`src/hw/rtl/http2_frame_header_checker_top_macros.svh`:
```
// Assertion macros shared by the frame header checker RTL
`ifndef HTTP2_FRAME_HEADER_CHECKER_TOP_MACROS_SVH
`define HTTP2_FRAME_HEADER_CHECKER_TOP_MACROS_SVH

// Same-cycle implication, clocked on clk and disabled while arst_n is low
`define H2FH_ASSERT_SAME(lbl, ante, cons) \
	lbl: assert property (@(posedge clk) disable iff (!arst_n) (ante) |-> (cons)) \
		else $error("h2fh assertion failed");

// Next-cycle implication, clocked on clk and disabled while arst_n is low
`define H2FH_ASSERT_NEXT(lbl, ante, cons) \
	lbl: assert property (@(posedge clk) disable iff (!arst_n) (ante) |=> (cons)) \
		else $error("h2fh assertion failed");

`endif

```
`src/hw/rtl/h2fh_pkg.sv`:
```
// Types and constants for the HTTP/2 frame header checker
`timescale 1ns / 1ps

package h2fh_pkg;

	localparam int unsigned LEN_W  = 24;
	localparam int unsigned SID_W  = 31;
	localparam int unsigned BYTE_W = 8;
	localparam int unsigned POS_W  = 4;

	// Header byte positions
	localparam logic [POS_W-1:0] POS_LEN_LAST = 4'd2;
	localparam logic [POS_W-1:0] POS_TYPE     = 4'd3;
	localparam logic [POS_W-1:0] POS_FLAGS    = 4'd4;
	localparam logic [POS_W-1:0] POS_LAST     = 4'd8;

	localparam logic [LEN_W-1:0] MAX_FRAME_RESET = 24'd16384;

	// Frame type codes
	localparam logic [7:0] T_DATA          = 8'd0;
	localparam logic [7:0] T_HEADERS       = 8'd1;
	localparam logic [7:0] T_PRIORITY      = 8'd2;
	localparam logic [7:0] T_RST_STREAM    = 8'd3;
	localparam logic [7:0] T_SETTINGS      = 8'd4;
	localparam logic [7:0] T_PUSH_PROMISE  = 8'd5;
	localparam logic [7:0] T_PING          = 8'd6;
	localparam logic [7:0] T_GOAWAY        = 8'd7;
	localparam logic [7:0] T_WINDOW_UPDATE = 8'd8;
	localparam logic [7:0] T_CONTINUATION  = 8'd9;

	// Flag bit positions
	localparam int unsigned FLAG_ACK_BIT    = 0;
	localparam int unsigned FLAG_PADDED_BIT = 3;

	// Fixed and minimum payload lengths
	localparam logic [LEN_W-1:0] PRIORITY_LEN   = 24'd5;
	localparam logic [LEN_W-1:0] RST_STREAM_LEN = 24'd4;
	localparam logic [LEN_W-1:0] PING_LEN       = 24'd8;
	localparam logic [LEN_W-1:0] GOAWAY_MIN     = 24'd8;
	localparam logic [LEN_W-1:0] PUSH_MIN_PAD   = 24'd5;
	localparam logic [LEN_W-1:0] PUSH_MIN       = 24'd4;
	localparam logic [LEN_W-1:0] WINDOW_LEN     = 24'd4;

	typedef enum logic [1:0] {
		VERDICT_OK    = 2'd0,
		VERDICT_SIZE  = 2'd1,
		VERDICT_PROTO = 2'd2
	} verdict_t;

	// Gathered header handed from the gatherer to the judge
	typedef struct packed {
		logic [LEN_W-1:0]  length;
		logic [7:0]        ftype;
		logic [7:0]        flags;
		logic [SID_W-1:0]  sid;
		logic              len_mod6_zero;
	} hdr_t;

	// x mod 6 for x below 256, by reciprocal multiply (171/1024 ~ 1/6)
	function automatic logic [2:0] mod6_small(input logic [7:0] x);
		logic [15:0] prod;
		logic [5:0]  quot;
		logic [8:0]  back;
		logic [7:0]  rem;
		prod = 16'(x) * 16'd171;
		quot = prod[15:10];
		back = 9'(quot) * 9'd6;
		rem  = x - back[7:0];
		return rem[2:0];
	endfunction

	// Running residue: (prev * 256 + b) mod 6, with 256 mod 6 = 4
	function automatic logic [2:0] mod6_step(input logic [2:0] prev, input logic [7:0] b);
		logic [7:0] t;
		t = 8'({prev, 2'b00}) + 8'(mod6_small(b));
		return mod6_small(t);
	endfunction

endpackage

```
`src/hw/rtl/h2fh_ifs.sv`:
```
// Valid/ready channel interfaces for the byte input and the header result
`timescale 1ns / 1ps

interface h2fh_byte_if;
	logic       valid;
	logic       ready;
	logic [7:0] data_byte;

	modport source (output valid, output data_byte, input ready);
	modport sink   (input valid, input data_byte, output ready);
endinterface

interface h2fh_frame_if;
	logic        valid;
	logic        ready;
	logic [23:0] frame_length;
	logic [7:0]  frame_type;
	logic [7:0]  frame_flags;
	logic [30:0] stream_ident;
	logic [1:0]  verdict;

	modport source (output valid, output frame_length, output frame_type,
		output frame_flags, output stream_ident, output verdict, input ready);
	modport sink   (input valid, input frame_length, input frame_type,
		input frame_flags, input stream_ident, input verdict, output ready);
endinterface

```
`src/hw/rtl/h2fh_gather.sv`:
```
// Header byte gatherer and payload byte counter
`timescale 1ns / 1ps
`include "http2_frame_header_checker_top_macros.svh"

module h2fh_gather import h2fh_pkg::*; (
	input  logic              clk,
	input  logic              arst_n,
	input  logic              en,
	input  logic [BYTE_W-1:0] data_byte,
	output hdr_t              hdr,
	output logic              done
);

	logic [POS_W-1:0]  pos_q;
	logic [LEN_W-1:0]  len_q;
	logic [2:0]        mod6_q;
	logic [7:0]        type_q;
	logic [7:0]        flags_q;
	logic [SID_W-1:0]  sid_q;
	logic [LEN_W-1:0]  left_q;
	logic              in_payload;

	assign in_payload = (left_q != '0);

	// Flag the last header byte; the stream id completes with this byte
	assign done              = !in_payload && (pos_q == POS_LAST);
	assign hdr.length        = len_q;
	assign hdr.ftype         = type_q;
	assign hdr.flags         = flags_q;
	assign hdr.sid           = {sid_q[SID_W-9:0], data_byte};
	assign hdr.len_mod6_zero = (mod6_q == 3'd0);

	// Advance header position, shift fields in, count off payload
	always_ff @(posedge clk or negedge arst_n) begin
		if (!arst_n) begin
			pos_q   <= '0;
			len_q   <= '0;
			mod6_q  <= '0;
			type_q  <= '0;
			flags_q <= '0;
			sid_q   <= '0;
			left_q  <= '0;
		end else if (en) begin
			if (in_payload) begin
				left_q <= left_q - 24'd1;
			end else if (pos_q == POS_LAST) begin
				left_q <= len_q;
				pos_q  <= '0;
				len_q  <= '0;
				mod6_q <= '0;
				sid_q  <= '0;
			end else begin
				pos_q <= pos_q + 4'd1;
				if (pos_q <= POS_LEN_LAST) begin
					len_q  <= {len_q[LEN_W-9:0], data_byte};
					mod6_q <= mod6_step(mod6_q, data_byte);
				end else if (pos_q == POS_TYPE) begin
					type_q <= data_byte;
				end else if (pos_q == POS_FLAGS) begin
					flags_q <= data_byte;
				end else begin
					sid_q <= {sid_q[SID_W-9:0], data_byte};
				end
			end
		end
	end

	`H2FH_ASSERT_SAME(a_pos_range, 1'b1, pos_q <= POS_LAST)
	`H2FH_ASSERT_SAME(a_payload_pos, in_payload, pos_q == '0)
	`H2FH_ASSERT_NEXT(a_load_left, en && done, left_q == $past(len_q) && pos_q == '0)

endmodule

```
`src/hw/rtl/h2fh_judge.sv`:
```
// Verdict logic for one gathered frame header
`timescale 1ns / 1ps

module h2fh_judge import h2fh_pkg::*; (
	input  hdr_t             hdr,
	input  logic [LEN_W-1:0] frame_limit,
	output verdict_t         verdict
);

	logic sid_zero;
	logic len_zero;
	logic flag_ack;
	logic flag_pad;

	assign sid_zero = (hdr.sid == '0);
	assign len_zero = (hdr.length == '0);
	assign flag_ack = hdr.flags[FLAG_ACK_BIT];
	assign flag_pad = hdr.flags[FLAG_PADDED_BIT];

	// Check size limit first, then the per-type rules
	always_comb begin
		verdict = VERDICT_OK;
		if (hdr.length > frame_limit) begin
			verdict = VERDICT_SIZE;
		end else begin
			unique case (hdr.ftype)
				T_DATA, T_HEADERS, T_CONTINUATION: begin
					if (sid_zero) verdict = VERDICT_PROTO;
				end
				T_PRIORITY: begin
					if (sid_zero) verdict = VERDICT_PROTO;
					else if (hdr.length != PRIORITY_LEN) verdict = VERDICT_SIZE;
				end
				T_RST_STREAM: begin
					if (sid_zero) verdict = VERDICT_PROTO;
					else if (hdr.length != RST_STREAM_LEN) verdict = VERDICT_SIZE;
				end
				T_SETTINGS: begin
					if (!sid_zero) verdict = VERDICT_PROTO;
					else if (flag_ack && !len_zero) verdict = VERDICT_SIZE;
					else if (!hdr.len_mod6_zero) verdict = VERDICT_SIZE;
				end
				T_PUSH_PROMISE: begin
					if (sid_zero) verdict = VERDICT_PROTO;
					else if (hdr.length < (flag_pad ? PUSH_MIN_PAD : PUSH_MIN))
						verdict = VERDICT_SIZE;
				end
				T_PING: begin
					if (!sid_zero) verdict = VERDICT_PROTO;
					else if (hdr.length != PING_LEN) verdict = VERDICT_SIZE;
				end
				T_GOAWAY: begin
					if (!sid_zero) verdict = VERDICT_PROTO;
					else if (hdr.length < GOAWAY_MIN) verdict = VERDICT_SIZE;
				end
				T_WINDOW_UPDATE: begin
					if (hdr.length != WINDOW_LEN) verdict = VERDICT_SIZE;
				end
				default: begin
					verdict = VERDICT_OK;
				end
			endcase
		end
	end

endmodule

```
`src/hw/rtl/http2_frame_header_checker_top.sv`:
```
// Top level of the HTTP/2 frame header checker
//
// byte_in carries the received HTTP/2 stream, one data_byte per word.
// frame_out carries one word per frame header: length, type, flags,
// stream id (reserved bit cleared) and a verdict (ok, frame size error,
// protocol error). Payload bytes are counted off and produce no word.
// cfg_wr_en/cfg_wr_data write the frame size limit; write it only while idle.
// Throughput: one byte per cycle. The byte path is an input register,
// the gather/judge logic and a result register; a header word is loaded
// into the result register as the ninth header byte leaves the input
// register, and frame_out is driven from that result register.
// A stalled frame_out holds its word; bytes keep flowing until the next
// ninth header byte meets a full result register, and then byte_in.ready
// drops until the word is taken.
// Reset clears the header position and payload count (the next byte is a
// header's first), empties both registers and sets the frame size limit
// to 16384.
`timescale 1ns / 1ps
`include "http2_frame_header_checker_top_macros.svh"

module http2_frame_header_checker_top import h2fh_pkg::*; (
	input  logic               clk,
	input  logic               arst_n,
	input  logic               cfg_wr_en,
	input  logic [LEN_W-1:0]   cfg_wr_data,
	h2fh_byte_if.sink          byte_in,
	h2fh_frame_if.source       frame_out
);

	logic [LEN_W-1:0]  max_q;
	logic              valid_s1;
	logic [BYTE_W-1:0] byte_s1;
	logic              s1_adv;
	logic              out_free;
	logic              out_valid_q;
	hdr_t              hdr;
	logic              hdr_done;
	verdict_t          verdict;
	hdr_t              hdr_q;
	verdict_t          verdict_q;

	// Hold the configured maximum frame size
	always_ff @(posedge clk or negedge arst_n) begin
		if (!arst_n) begin
			max_q <= MAX_FRAME_RESET;
		end else if (cfg_wr_en) begin
			max_q <= cfg_wr_data;
		end
	end

	// Advance the input register unless a header word finds the output full
	assign out_free      = !out_valid_q || frame_out.ready;
	assign s1_adv        = valid_s1 && (!hdr_done || out_free);
	assign byte_in.ready = !valid_s1 || s1_adv;

	always_ff @(posedge clk or negedge arst_n) begin
		if (!arst_n) begin
			valid_s1 <= 1'b0;
		end else if (byte_in.valid && byte_in.ready) begin
			valid_s1 <= 1'b1;
		end else if (s1_adv) begin
			valid_s1 <= 1'b0;
		end
	end

	always_ff @(posedge clk) begin
		if (byte_in.valid && byte_in.ready) begin
			byte_s1 <= byte_in.data_byte;
		end
	end

	h2fh_gather u_gather (
		.clk       (clk),
		.arst_n    (arst_n),
		.en        (s1_adv),
		.data_byte (byte_s1),
		.hdr       (hdr),
		.done      (hdr_done)
	);

	h2fh_judge u_judge (
		.hdr         (hdr),
		.frame_limit (max_q),
		.verdict     (verdict)
	);

	// Load the result register on a finished header, drop it when taken
	always_ff @(posedge clk or negedge arst_n) begin
		if (!arst_n) begin
			out_valid_q <= 1'b0;
		end else if (s1_adv && hdr_done) begin
			out_valid_q <= 1'b1;
		end else if (frame_out.ready) begin
			out_valid_q <= 1'b0;
		end
	end

	always_ff @(posedge clk) begin
		if (s1_adv && hdr_done) begin
			hdr_q     <= hdr;
			verdict_q <= verdict;
		end
	end

	assign frame_out.valid        = out_valid_q;
	assign frame_out.frame_length = hdr_q.length;
	assign frame_out.frame_type   = hdr_q.ftype;
	assign frame_out.frame_flags  = hdr_q.flags;
	assign frame_out.stream_ident = hdr_q.sid;
	assign frame_out.verdict      = verdict_q;

	`H2FH_ASSERT_NEXT(a_word_loaded, s1_adv && hdr_done, out_valid_q)
	`H2FH_ASSERT_SAME(a_no_overwrite, out_valid_q && !frame_out.ready, !(s1_adv && hdr_done))
	`H2FH_ASSERT_NEXT(a_s1_hold, valid_s1 && !s1_adv, valid_s1 && $stable(byte_s1))

endmodule
```
`src/flat_wrapper.sv`:
```
// flat-port wrapper written by rule: the top's interface ports become plain ports
module http2_frame_header_checker_top_flat import h2fh_pkg::*;
  (clk, arst_n, cfg_wr_en, cfg_wr_data, byte_in_valid, byte_in_data_byte, byte_in_ready, frame_out_valid, frame_out_frame_length, frame_out_frame_type, frame_out_frame_flags, frame_out_stream_ident, frame_out_verdict, frame_out_ready);
  h2fh_byte_if byte_in_i ();
  h2fh_frame_if frame_out_i ();
  input  logic clk;
  input  logic arst_n;
  input  logic cfg_wr_en;
  input  logic [LEN_W-1:0] cfg_wr_data;
  input wire logic [$bits(byte_in_i.valid)-1:0] byte_in_valid;
  input wire logic [$bits(byte_in_i.data_byte)-1:0] byte_in_data_byte;
  output wire logic [$bits(byte_in_i.ready)-1:0] byte_in_ready;
  output wire logic [$bits(frame_out_i.valid)-1:0] frame_out_valid;
  output wire logic [$bits(frame_out_i.frame_length)-1:0] frame_out_frame_length;
  output wire logic [$bits(frame_out_i.frame_type)-1:0] frame_out_frame_type;
  output wire logic [$bits(frame_out_i.frame_flags)-1:0] frame_out_frame_flags;
  output wire logic [$bits(frame_out_i.stream_ident)-1:0] frame_out_stream_ident;
  output wire logic [$bits(frame_out_i.verdict)-1:0] frame_out_verdict;
  input wire logic [$bits(frame_out_i.ready)-1:0] frame_out_ready;
  assign byte_in_i.valid = byte_in_valid;
  assign byte_in_i.data_byte = byte_in_data_byte;
  assign byte_in_ready = byte_in_i.ready;
  assign frame_out_valid = frame_out_i.valid;
  assign frame_out_frame_length = frame_out_i.frame_length;
  assign frame_out_frame_type = frame_out_i.frame_type;
  assign frame_out_frame_flags = frame_out_i.frame_flags;
  assign frame_out_stream_ident = frame_out_i.stream_ident;
  assign frame_out_verdict = frame_out_i.verdict;
  assign frame_out_i.ready = frame_out_ready;
  http2_frame_header_checker_top u_core (.clk(clk), .arst_n(arst_n), .cfg_wr_en(cfg_wr_en), .cfg_wr_data(cfg_wr_data), .byte_in(byte_in_i), .frame_out(frame_out_i));
endmodule
```
`config.mk`:
```
export PLATFORM = sky130hd
export DESIGN_NAME = http2_frame_header_checker_top_flat
export DESIGN_NICKNAME = d
export VERILOG_FILES = /design/src/hw/rtl/h2fh_pkg.sv /design/src/hw/rtl/h2fh_ifs.sv /design/src/hw/rtl/h2fh_gather.sv /design/src/hw/rtl/h2fh_judge.sv /design/src/hw/rtl/http2_frame_header_checker_top.sv /design/src/flat_wrapper.sv
export VERILOG_INCLUDE_DIRS = /design/src /design/src/hw/rtl
export SDC_FILE = /design/constraint.sdc
export NUM_CORES = 1
export LEC_CHECK = 0
export BUFFER_PORTS_ARGS = -buffer_cell sky130_fd_sc_hd__buf_4
export CAP_MARGIN = 30
export CORE_ASPECT_RATIO = 1.75
export CORE_MARGIN = 5
export CORE_UTILIZATION = 59
export DETAILED_ROUTE_END_ITERATION = 7
export PLACE_DENSITY = 0.83
export SYNTH_ARGS = -nofsm -noshare
export SYNTH_HDL_FRONTEND = slang
export SYNTH_HIERARCHICAL = 1
export SYNTH_SLANG_ARGS = --single-unit
```
`constraint.sdc`:
```
create_clock -name clk -period 9.21 [get_ports clk]
set_input_delay 1.842 -clock clk [delete_from_list [all_inputs] [get_ports clk]]
set_output_delay 1.842 -clock clk [all_outputs]
set_load 0.02 [all_outputs]
```
==> results of run 1 <==
==> power groups by stage <==
stage | clock, uW | sequential [uW] | combinational (uW)
after floorplan | 0 | 1030 | 811
after global placement | 0 | 1050 | 991
after detailed placement | 0 | 1050 | 1030
after CTS | 825 | 1030 | 1050
after global routing | 863 | 1040 | 1190
final | 812 | 1040 | 1050
==> metal layers <==
metal	wire length (um)	vias to the layer above	part of all wire [%]
met4	1360	0	5.5
met2	13400	305	55
met5	0	-	0
met3	1230	89	5.0
met1	8580	3672	35
li1	-	3415	-
==> area by class of cell <==
| type | instances | area, um^2 | share of cell area [%] |
|---|---|---|---|
| sequential | 200 | 5410 | 45.4 |
| multi-input combinational | 593 | 4410 | 37.0 |
| timing repair buffer | 117 | 878 | 7.36 |
| clock buffer | 19 | 443 | 3.71 |
| inverter | 78 | 293 | 2.45 |
| tap | 231 | 289 | 2.42 |
| clock inverter | 13 | 203 | 1.70 |
| antenna | 1 | 2.50 | 0.0210 |
==> how the worst max path moves through the flow <==
stage	end	slack (ns)	cells after the start	startpoint
finish	u_core/u_gather/mod6_q[2]	1.03	32	u_core/byte_s1[1]
global route	u_core/u_gather/mod6_q[2]	0.45	32	u_core/byte_s1[1]
CTS	u_core/u_gather/mod6_q[2]	1.06	31	u_core/byte_s1[1]
detailed placement	u_core/u_gather/mod6_q[2]	1.07	31	u_core/byte_s1[1]
global placement	u_core/u_gather/mod6_q[2]	1.35	31	u_core/byte_s1[1]
floorplan	u_core/u_gather/mod6_q[2]	1.64	31	u_core/byte_s1[1]
==> cell usage in the layout, fill, tap and decap left out, types with 6 or more instances in the layout <==
master	instances
a21o_1	7
a21oi_1	40
buf_4	117
clkbuf_16	17
dfrtp_1	118
edfxtp_1	81
fa_1	18
ha_1	80
inv_1	77
inv_6	6
mux2_2	21
mux2_4	20
nand2_1	143
nand3_1	24
nand3b_1	6
nand4_1	9
nor2_1	23
nor3_1	12
nor4_1	20
o21ai_0	57
or3_1	8
xnor2_1	15
==> worst max-delay path: cells and delay by family, from the launching register on <==
family	cells	cell delay [ns]
xor gates and xnor gates	11	2.07
buffers and inverters	2	0.09
adders and majority gates	13	4.48
and+or+nand+nor	3	0.38
AOI/OAI and AO/OA	3	0.50
DFF	1	0.54
==> sequential cells by signal, indices dropped and copies added (netlist names), 4 cells and up <==
signal / count
u_core/byte_s1: 8
u_core/frame_out.frame_flags: 8
u_core/frame_out.frame_length: 24
u_core/frame_out.frame_type: 8
u_core/frame_out.stream_ident: 31
u_core/max_q: 24
u_core/u_gather/flags_q: 8
u_core/u_gather/left_q: 24
u_core/u_gather/len_q: 24
u_core/u_gather/pos_q: 4
u_core/u_gather/sid_q: 23
u_core/u_gather/type_q: 8
==> per-stage QoR <==
step	cells	utilization (%)	instance area, um^2	hold slack, ns
final	1252	68.7	11900	0.448
after global routing	1251	68.6	11900	0.474
after CTS	1251	68.6	11900	0.454
after detailed placement	1219	64.9	11300	0.431
after global placement	1219	64.9	11300	0.430
after floorplan	909	-	10300	0.419
==> cells by family after synthesis <==
family | after synthesis
AND/OR/NAND/NOR | 286
flip-flops | 200
AO/OA/AOI/OAI | 149
buffers and inverters | 116
adder cells (fa/ha/maj) | 98
multiplexers | 42
XOR/XNOR | 18
==> out/metrics.yaml, run 1 <==
status:
  status: "finished, final reports clean"
global_routing:
  globalRouteMet2Util_pct: 44.5
  grt_use_met3_pct: 3.80
  busiest_layer: "met2"
  grt_pass1_vias: 7801
  grt-ovfl-total: 0
  grt_pass1_wl_um: 38700
  grt_usage_pct: 25.2
  grt_use_met1_pct: 27.2
  antenna_found_initial: 0
  grt_max_degree: 69
worst_setup_path:
  critPathKind: "reg -> reg"
  critical_path_arrival_ns: 8.50
  rr_startpoint: "u_core/byte_s1[1]"
  r2r-end: "u_core/u_gather/mod6_q[2]"
  end_kind: "register"
  regToRegSetupSlack_ns: 1.03
  crit_path_max_fanout: 10
  worstPathRequired_ns: 9.52
  start_kind: "register"
  worst_r2r_path_depth: 32
  slowest_stage: "edfxtp_1"
  max_stage_delay_ns: 0.54
place:
  globalplace.congestion: 0.869
  dp_hpwl_um: 17300
  place_ws_ns: 1.07
  portBuffers: 111
logic_synthesis:
  synth_top_family_by_area: "simple AND/OR/NAND/NOR gates"
  yosysTopAreaCell: "dfrtp_1"
  synth_cell_types: 71
  synth_edf_count: 81
  netlist_top_cells_count: "nand2_1 (143), dfrtp_1 (118), edfxtp_1 (81)"
  synth_simple_gate_area_share_pct: 14.0
  yosys_warnings: 6
  synth_compound_area_share_pct: 8.63
  synth_seq_cells: 200
  yosysTopAreaCellShare_pct: 28.6
  synth.area.top_cells: "dfrtp_1 (29%), edfxtp_1 (24%), ha_1 (9.7%)"
  synthFlopType: "dfrtp_1"
  async_reset_ff_share_pct: 59.5
  syn_area_um2: 10300
  synth_xor_area_share_pct: 1.53
  yosysMostFrequentCell: "nand2_1"
  synth_fa_ha_area_share_pct: 13.2
  syn-instance-count: 909
  syn_avg_cell_area_um2: 11.4
  synth_mux_area_share_pct: 5.29
  yosysSeqAreaShare_pct: 52.4
  syn-num-nets: 1044
detailed_routing:
  ant_nets: 0
  via_per_inst: 5.98
  firstDrtPassIters: 5
  dr_total_vias: 7481
  avgRoutedWirePerCell_um: 19.6
  drtIter0Drc: 567
  routed_wl_um: 24600
  drc: 0
sta:
  tns_ns: 0
  finalClockSkew_ns: 0.0109
  max_freq_ghz: 0.122
  tightest_slew_ns: 1.00
  finalCritPeriodShare_pct: 88.8
  rsz0062_at_grt: "no"
  hold_viol: 0
  setup_violations: 0
  setup_slack_ns: 1.03
  slew_headroom_pct: 33.1
  fin_crit_ns: 8.18
  maxSlewViolCount: 0
floorplan:
  die_x_um: 110
  initial_core_util_pct: 59.4
  core-area_um2: 17400
  die_h_um: 185
  row_count: 64
  io_pins: 112
  floorplan.die_area_um2: 20400
cts:
  clockBufferDepth: 2
  cts_tree: "done"
  cts_buffers: 17
  h-tree-depth: 4
  post_cts_resized: 0
  root_buffer: "clkbuf_16"
  postCtsSetupRepairBufs: 0
  cts.clk_slew.worst_paths_ns: 0.07
  cts_hold_buf: 0
  cts.sinks: 200
  worstSkewPairLatency_ns: 0.43
final_layout:
  nNetsFinal: 1142
  area_growth_pct: 15.5
  drive_gt1_share_pct: 20.1
  fillCellCount: 1233
pwr:
  p_switching_uw: 996
  power_switching_share_pct: 34.3
  p_seq_share_pct: 35.7
  power_density_nw_per_um2: 243
  internal_power_uw: 1910
  clkPwrFrac_pct: 28.0
  p_total_uw: 2900
  vdd_drop_max_uv: 180
  leakagePower_uw: 0.00555
  combPwrFrac_pct: 36.3
hold_path:
  hold_path_class: "reg -> reg"
  whs_path_depth: 0
  hold_path_startpoint: "u_core/u_gather/flags_q[4]"
  min_to: "u_core/frame_out.frame_flags[4]"
flow_run:
  max_cap_violations: 0
Note: power is estimated with default switching activity, not from simulation.
==> run 2, diff against run 1 <==
Settings changed: RECOVER_POWER from default to 50, SLEW_MARGIN from default to 25.
==> out/metrics.yaml, run 2 (same netlist as run 1, synthesis figures left out) <==
status:
  status: "finished with violations"  # was finished, final reports clean
  violations: "capacitance limit, slew limit"
cts:
  cts_tree: "done"  # unchanged
  cts_buffers: 17  # unchanged
  postCtsSetupRepairBufs: 0  # unchanged
  root_buffer: "clkbuf_16"  # unchanged
  cts.sinks: 200  # unchanged
  post_cts_resized: 0  # unchanged
  cts.clk_slew.worst_paths_ns: 0.07  # about the same
  cts_hold_buf: 0  # unchanged
  clockBufferDepth: 2  # unchanged
  worstSkewPairLatency_ns: 0.43  # about the same
  h-tree-depth: 4  # unchanged
place:
  dp_hpwl_um: 17300  # unchanged
  portBuffers: 111  # unchanged
  globalplace.congestion: 0.869  # unchanged
pwr:
  leakagePower_uw: 0.00539  # was 0.00555 uW
  power_switching_share_pct: 34.4  # was 34.3%
  power_density_nw_per_um2: 245  # was 243 nW/um^2
  vdd_drop_max_uv: 180  # about the same
  clkPwrFrac_pct: 28.1  # was 28.0%
  p_seq_share_pct: 35.8  # was 35.7%
  internal_power_uw: 1900  # was 1910 uW
  p_switching_uw: 993  # was 996 uW
  combPwrFrac_pct: 36.1  # was 36.3%
worst_setup_path:
  end_kind: "register"  # unchanged
  critPathKind: "reg -> reg"  # unchanged
  worst_r2r_path_depth: 32  # unchanged
  slowest_stage: "edfxtp_1"  # unchanged
  max_stage_delay_ns: 0.54  # about the same
  start_kind: "register"  # unchanged
  critical_path_arrival_ns: 8.48  # was 8.50 ns
  crit_path_max_fanout: 10  # unchanged
  worstPathRequired_ns: 9.52  # about the same
sta:
  rsz0062_at_grt: "no"  # unchanged
  maxSlewViolCount: 124  # was 0
  max_freq_ghz: 0.122  # about the same
  tns_ns: 0  # unchanged
  tightest_slew_ns: 2.86  # was 1.00 ns
  slew_headroom_pct: -90.7  # was 33.1%
  holdWs_ns: 0.449  # was 0.448 ns
  finalCritPeriodShare_pct: 88.7  # was 88.8%
  fin_crit_ns: 8.17  # was 8.18 ns
  hold_viol: 0  # unchanged
  setup_violations: 0  # unchanged
  finalClockSkew_ns: 0.00996  # was 0.0109 ns
hold_path:
  whs_path_depth: 0  # unchanged
  hold_path_class: "reg -> reg"  # unchanged
flow_run:
  max_cap_violations: 3  # was 0
global_routing:
  grt_pass1_wl_um: 38700  # unchanged
  grt_pass1_vias: 7801  # unchanged
  grt_usage_pct: 25.2  # unchanged
  antenna_found_initial: 0  # unchanged
  grt-ovfl-total: 0  # unchanged
  grt_max_degree: 69  # unchanged
detailed_routing:
  ant_nets: 0  # unchanged
  firstDrtPassIters: 5  # unchanged
  routed_wl_um: 24500  # was 24600 um
  dr_total_vias: 7464  # was 7481
  drtIter0Drc: 507  # was 567
  via_per_inst: 5.95  # was 5.98
  drc: 0  # unchanged
  avgRoutedWirePerCell_um: 19.5  # was 19.6 um
floorplan:
  floorplan.die_area_um2: 20400  # unchanged
  die_h_um: 185  # unchanged
  core-area_um2: 17400  # unchanged
  row_count: 64  # unchanged
  io_pins: 112  # unchanged
  die_x_um: 110  # unchanged
  initial_core_util_pct: 59.4  # unchanged
final_layout:
  largest_reg_flops: 31  # unchanged
  final_common_cell: "nand2_1"  # unchanged
  final_cell_mix: "nand2_1 (143), dfrtp_1 (118), buf_4 (82), edfxtp_1 (81), ha_1 (80)"  # was nand2_1 (143), dfrtp_1 (118), buf_4 (117), edfxtp_1 (81), ha_1 (80)
  drive_gt1_share_pct: 15.7  # was 20.1%
  nNetsFinal: 1145  # was 1142
  area_growth_pct: 14.3  # was 15.5%
==> run 2: per-stage QoR <==
step,util (%),std cells,setup WS [ns],instance area (um^2),power (uW)
3_5_place_dp,64.9,1219,1.07,11300,2080
5_1_grt,67.9,1254,0.451,11800,3090
4_1_cts,68.6,1251,1.06,11900,2900
2_1_floorplan,-,909,1.64,10300,1840
3_3_place_gp,64.9,1219,1.35,11300,2040
6_report,67.9,1255,1.04,11800,2890
==> run 2: power by group through the flow <==
stage               Sequential (uW)  Combinational [uW]  Clock, uW
CTS                            1030                1050        825
floorplan                      1030                 811          0
finish                         1040                1040        812
global placement               1050                 991          0
detailed placement             1050                1030          0
global route                   1040                1180        863
==> run 2: area by class of cell <==
cell class	count	area, um^2
antenna	1	2.50
clock buffer	19	443
clock inverter	13	203
fill	1293	5580
inverter	78	293
multi-input combinational	593	4340
sequential	200	5410
tap	231	289
timing repair buffer	120	820
==> run 2: path summary, 6_finish.rpt <==
| path | start | to | slack (ns) |
|---|---|---|---|
| worst max-delay path | u_core/byte_s1[1] | u_core/u_gather/mod6_q[2] | 1.04 |
| worst min-delay path | u_core/u_gather/flags_q[4] | u_core/frame_out.frame_flags[4] | 0.45 |
| worst max register to register | u_core/byte_s1[1] | u_core/u_gather/mod6_q[2] | 1.04 |
| worst min register to register | u_core/u_gather/flags_q[4] | u_core/frame_out.frame_flags[4] | 0.45 |
| max in group asynchronous | arst_n | u_core/max_q[7] | 2.57 |
| min in group asynchronous | arst_n | u_core/u_gather/sid_q[10] | 2.34 |
==> run 2: metal layers <==
layer / wire length (um) / share of wire (%) / GRT usage, % / up-vias
li1: - / - / - / 3411
met1: 8600 / 35 / 27.2 / 3664
met2: 13400 / 55 / 44.5 / 302
met3: 1130 / 4.6 / 3.80 / 87
met4: 1350 / 5.5 / 16.7 / 0
met5: 0 / 0 / 0 / -
==> run 2: worst max-delay path: cells and delay by family, from the launching register on <==
family                     cells  cell delay (ns)
AOI/OAI and AO/OA              3             0.50
and+or+nand+nor                3             0.38
buffers and inverters          2             0.09
xor gates and xnor gates      11             2.07
DFF                            1             0.54
adders and majority gates     13             4.48
==> run 3, diff against run 2 <==
Settings changed: ABC_AREA from default to 1, CORE_UTILIZATION 59 to 60, PLACE_DENSITY 0.83 to 0.84.
==> out/metrics.yaml, run 3 <==
cts:
  root_buffer: "clkbuf_16"  # unchanged
  cts_hold_buf: 0  # unchanged
  cts.sinks: 200  # unchanged
  post_cts_resized: 0  # unchanged
  h-tree-depth: 4  # unchanged
  worstSkewPairLatency_ns: 0.45  # was 0.43 ns
  clockBufferDepth: 2  # unchanged
  cts_tree: "done"  # unchanged
  cts_buffers: 17  # unchanged
  postCtsSetupRepairBufs: 0  # unchanged
  cts.clk_slew.worst_paths_ns: 0.07  # about the same
sta:
  finalCritPeriodShare_pct: 81.7  # was 88.7%
  slew_headroom_pct: -53.9  # was -90.7%
  hold_viol: 0  # unchanged
  max_freq_ghz: 0.133  # was 0.122 GHz
  tns_ns: 0  # unchanged
  maxSlewViolCount: 173  # was 124
  setup_violations: 0  # unchanged
  tightest_slew_ns: 2.31  # was 2.86 ns
  finalClockSkew_ns: 0.0102  # was 0.00996 ns
  rsz0062_at_grt: "no"  # unchanged
  fin_crit_ns: 7.52  # was 8.17 ns
floorplan:
  io_pins: 112  # unchanged
  die_x_um: 112  # was 110 um
  die_h_um: 189  # was 185 um
  row_count: 65  # was 64
  core-area_um2: 18000  # was 17400 um^2
  floorplan.die_area_um2: 21100  # was 20400 um^2
  initial_core_util_pct: 60.8  # was 59.4%
global_routing:
  busiest_layer: "met2"  # unchanged
  grt_pass1_vias: 8715  # was 7801
  grt_usage_pct: 25.6  # was 25.2%
  antenna_found_initial: 0  # unchanged
  grt_use_met1_pct: 26.3  # was 27.2%
  grt_use_met3_pct: 3.76  # was 3.80%
  grt_pass1_wl_um: 42400  # was 38700 um
  grt-ovfl-total: 0  # unchanged
  grt_max_degree: 74  # was 69
  globalRouteMet2Util_pct: 48.1  # was 44.5%
pwr:
  p_switching_uw: 1280  # was 993 uW
  p_seq_share_pct: 31.9  # was 35.8%
  clkPwrFrac_pct: 23.0  # was 28.1%
  power_density_nw_per_um2: 261  # was 245 nW/um^2
  combPwrFrac_pct: 45.1  # was 36.1%
  vdd_drop_max_uv: 325  # was 180 uV
  leakagePower_uw: 0.00591  # was 0.00539 uW
  power_switching_share_pct: 39.8  # was 34.4%
  internal_power_uw: 1940  # was 1900 uW
place:
  portBuffers: 111  # unchanged
  globalplace.congestion: 0.941  # was 0.869
  dp_hpwl_um: 19500  # was 17300 um
flow_run:
  max_cap_violations: 4  # was 3
worst_setup_path:
  critical_path_arrival_ns: 7.90  # was 8.48 ns
  crit_path_max_fanout: 8  # was 10
  worstPathRequired_ns: 9.59  # was 9.52 ns
  start_kind: "register"  # unchanged
  worstPathBufferInverterCount: 6  # was 2
  r2r-end: "u_core/u_gather/mod6_q[2]"  # unchanged
  critPathTopFamily: "adder cells"  # unchanged
  rr_startpoint: "u_core/byte_s1[1]"  # unchanged
  critPathKind: "reg -> reg"  # unchanged
  max_stage_delay_ns: 0.53  # was 0.54 ns
  worst_r2r_path_depth: 37  # was 32
  slowest_stage: "fa_1"  # was edfxtp_1
  end_kind: "register"  # unchanged
  regToRegSetupSlack_ns: 1.69  # was 1.04 ns
logic_synthesis:
  yosysTopAreaCellShare_pct: 27.0  # was 28.6%
  synth.area.top_cells: "dfrtp_1 (27%), edfxtp_1 (22%), ha_1 (9.2%)"  # was dfrtp_1 (29%), edfxtp_1 (24%), ha_1 (9.7%)
  syn-num-nets: 1299  # was 1044
  async_reset_ff_share_pct: 59.5  # unchanged
  synthFlopType: "dfrtp_1"  # unchanged
  yosysTopAreaCell: "dfrtp_1"  # unchanged
  yosysSeqAreaShare_pct: 49.5  # was 52.4%
  yosys_warnings: 6  # unchanged
  syn_area_um2: 10900  # was 10300 um^2
  syn_avg_cell_area_um2: 9.39  # was 11.4 um^2
  syn-instance-count: 1164  # was 909
  synth_cell_types: 49  # was 71
  netlist_top_cells_count: "nand2_1 (252), inv_1 (171), dfrtp_1 (118)"  # was nand2_1 (143), dfrtp_1 (118), edfxtp_1 (81)
  synth_seq_cells: 200  # unchanged
  yosysMostFrequentCell: "nand2_1"  # unchanged
  synth_edf_count: 81  # unchanged
final_layout:
  nNetsFinal: 1399  # was 1145
  final_common_cell: "nand2_1"  # unchanged
  diodes: 0  # was 1
  finish.utilization_pct: 68.7  # was 67.9%
  drive_gt1_share_pct: 14.6  # was 15.7%
  largest_reg_flops: 31  # unchanged
  fillCellCount: 1388  # was 1293
  area_growth_pct: 13.0  # was 14.3%
  final_cell_mix: "nand2_1 (252), inv_1 (170), dfrtp_1 (118), buf_4 (91), nor2_1 (90)"  # was nand2_1 (143), dfrtp_1 (118), buf_4 (82), edfxtp_1 (81), ha_1 (80)
detailed_routing:
  dr_total_vias: 8411  # was 7464
  ant_nets: 0  # unchanged
  routed_wl_um: 26300  # was 24500 um
  via_per_inst: 5.57  # was 5.95
  drc: 0  # unchanged
  avgRoutedWirePerCell_um: 17.4  # was 19.5 um
  drtIter0Drc: 572  # was 507
  firstDrtPassIters: 5  # unchanged
hold_path:
  whs_path_depth: 0  # unchanged
  hold_path_startpoint: "u_core/u_gather/flags_q[5]"  # was u_core/u_gather/flags_q[4]
  hold_path_class: "reg -> reg"  # unchanged
  min_to: "u_core/frame_out.frame_flags[5]"  # was u_core/frame_out.frame_flags[4]
status:
  violations: "capacitance limit, slew limit"  # unchanged
  status: "finished with violations"  # unchanged
run 3: changes by cell type after synthesis, moves of 21 or more:
cell	delta
mux2_2	-21
o21ai_2	+23
nor2_1	+64
inv_1	+94
nand2_1	+109
o21ai_1	+34
run 3: logic make-up after synthesis:
| kind of cell | Yosys count | share of synthesized area (%) |
|---|---|---|
| AO/OA/AOI/OAI | 201 | 10.6 |
| XOR/XNOR | 16 | 1.28 |
| AND/OR/NAND/NOR | 438 | 17.7 |
| buffers and inverters | 211 | 8.45 |
| adder cells (fa/ha/maj) | 98 | 12.5 |
| flip-flops | 200 | 49.5 |
run 3: routing by layer:
| metal | part of all wire, % | vias to the layer above |
|---|---|---|
| met2 | 56 | 283 |
| met5 | 0 | - |
| li1 | - | 4004 |
| met1 | 34 | 4027 |
| met4 | 5.8 | 0 |
| met3 | 4.4 | 97 |
run 3: per-stage QoR:
| step | area [um^2] | total power [uW] | std cells | hold WS (ns) | setup WS [ns] |
|---|---|---|---|---|---|
| final | 12300 | 3230 | 1511 | 0.461 | 1.69 |
| after global routing | 12300 | 3520 | 1511 | 0.477 | 1.17 |
| after CTS | 12400 | 3250 | 1510 | 0.461 | 1.72 |
| after detailed placement | 11800 | 2490 | 1478 | 0.442 | 1.73 |
| after global placement | 11800 | 2450 | 1477 | 0.435 | 1.92 |
| after floorplan | 10900 | 2160 | 1164 | 0.425 | 2.23 |
run 3: worst max path at each step:
| stage | from | end | cells after the start |
|---|---|---|---|
| after floorplan | u_core/byte_s1[1] | u_core/u_gather/mod6_q[2] | 37 |
| after global placement | u_core/byte_s1[1] | u_core/u_gather/mod6_q[2] | 37 |
| after detailed placement | u_core/byte_s1[2] | u_core/u_gather/mod6_q[2] | 38 |
| after CTS | u_core/byte_s1[1] | u_core/u_gather/mod6_q[2] | 37 |
| after global routing | u_core/byte_s1[3] | u_core/u_gather/mod6_q[2] | 37 |
| final | u_core/byte_s1[1] | u_core/u_gather/mod6_q[2] | 37 |
run 3: power by group through the flow:
| stage | Sequential (uW) | Clock [uW] | Combinational [uW] |
|---|---|---|---|
| after global routing | 1030 | 791 | 1690 |
| after CTS | 1030 | 754 | 1470 |
| after floorplan | 1030 | 0 | 1130 |
| after global placement | 1040 | 0 | 1410 |
| final | 1030 | 742 | 1460 |
| after detailed placement | 1050 | 0 | 1440 |
run 3: layout make-up:
| type | count | area [um^2] | share of cell area (%) |
|---|---|---|---|
| inverters | 177 | 664 | 5.38 |
| repair buffers | 115 | 827 | 6.70 |
| well taps | 234 | 293 | 2.37 |
| clock inverters | 15 | 163 | 1.32 |
| clock buffers | 17 | 425 | 3.45 |
| multi-input cells | 753 | 4560 | 37.0 |
| flip-flops and latches | 200 | 5410 | 43.8 |
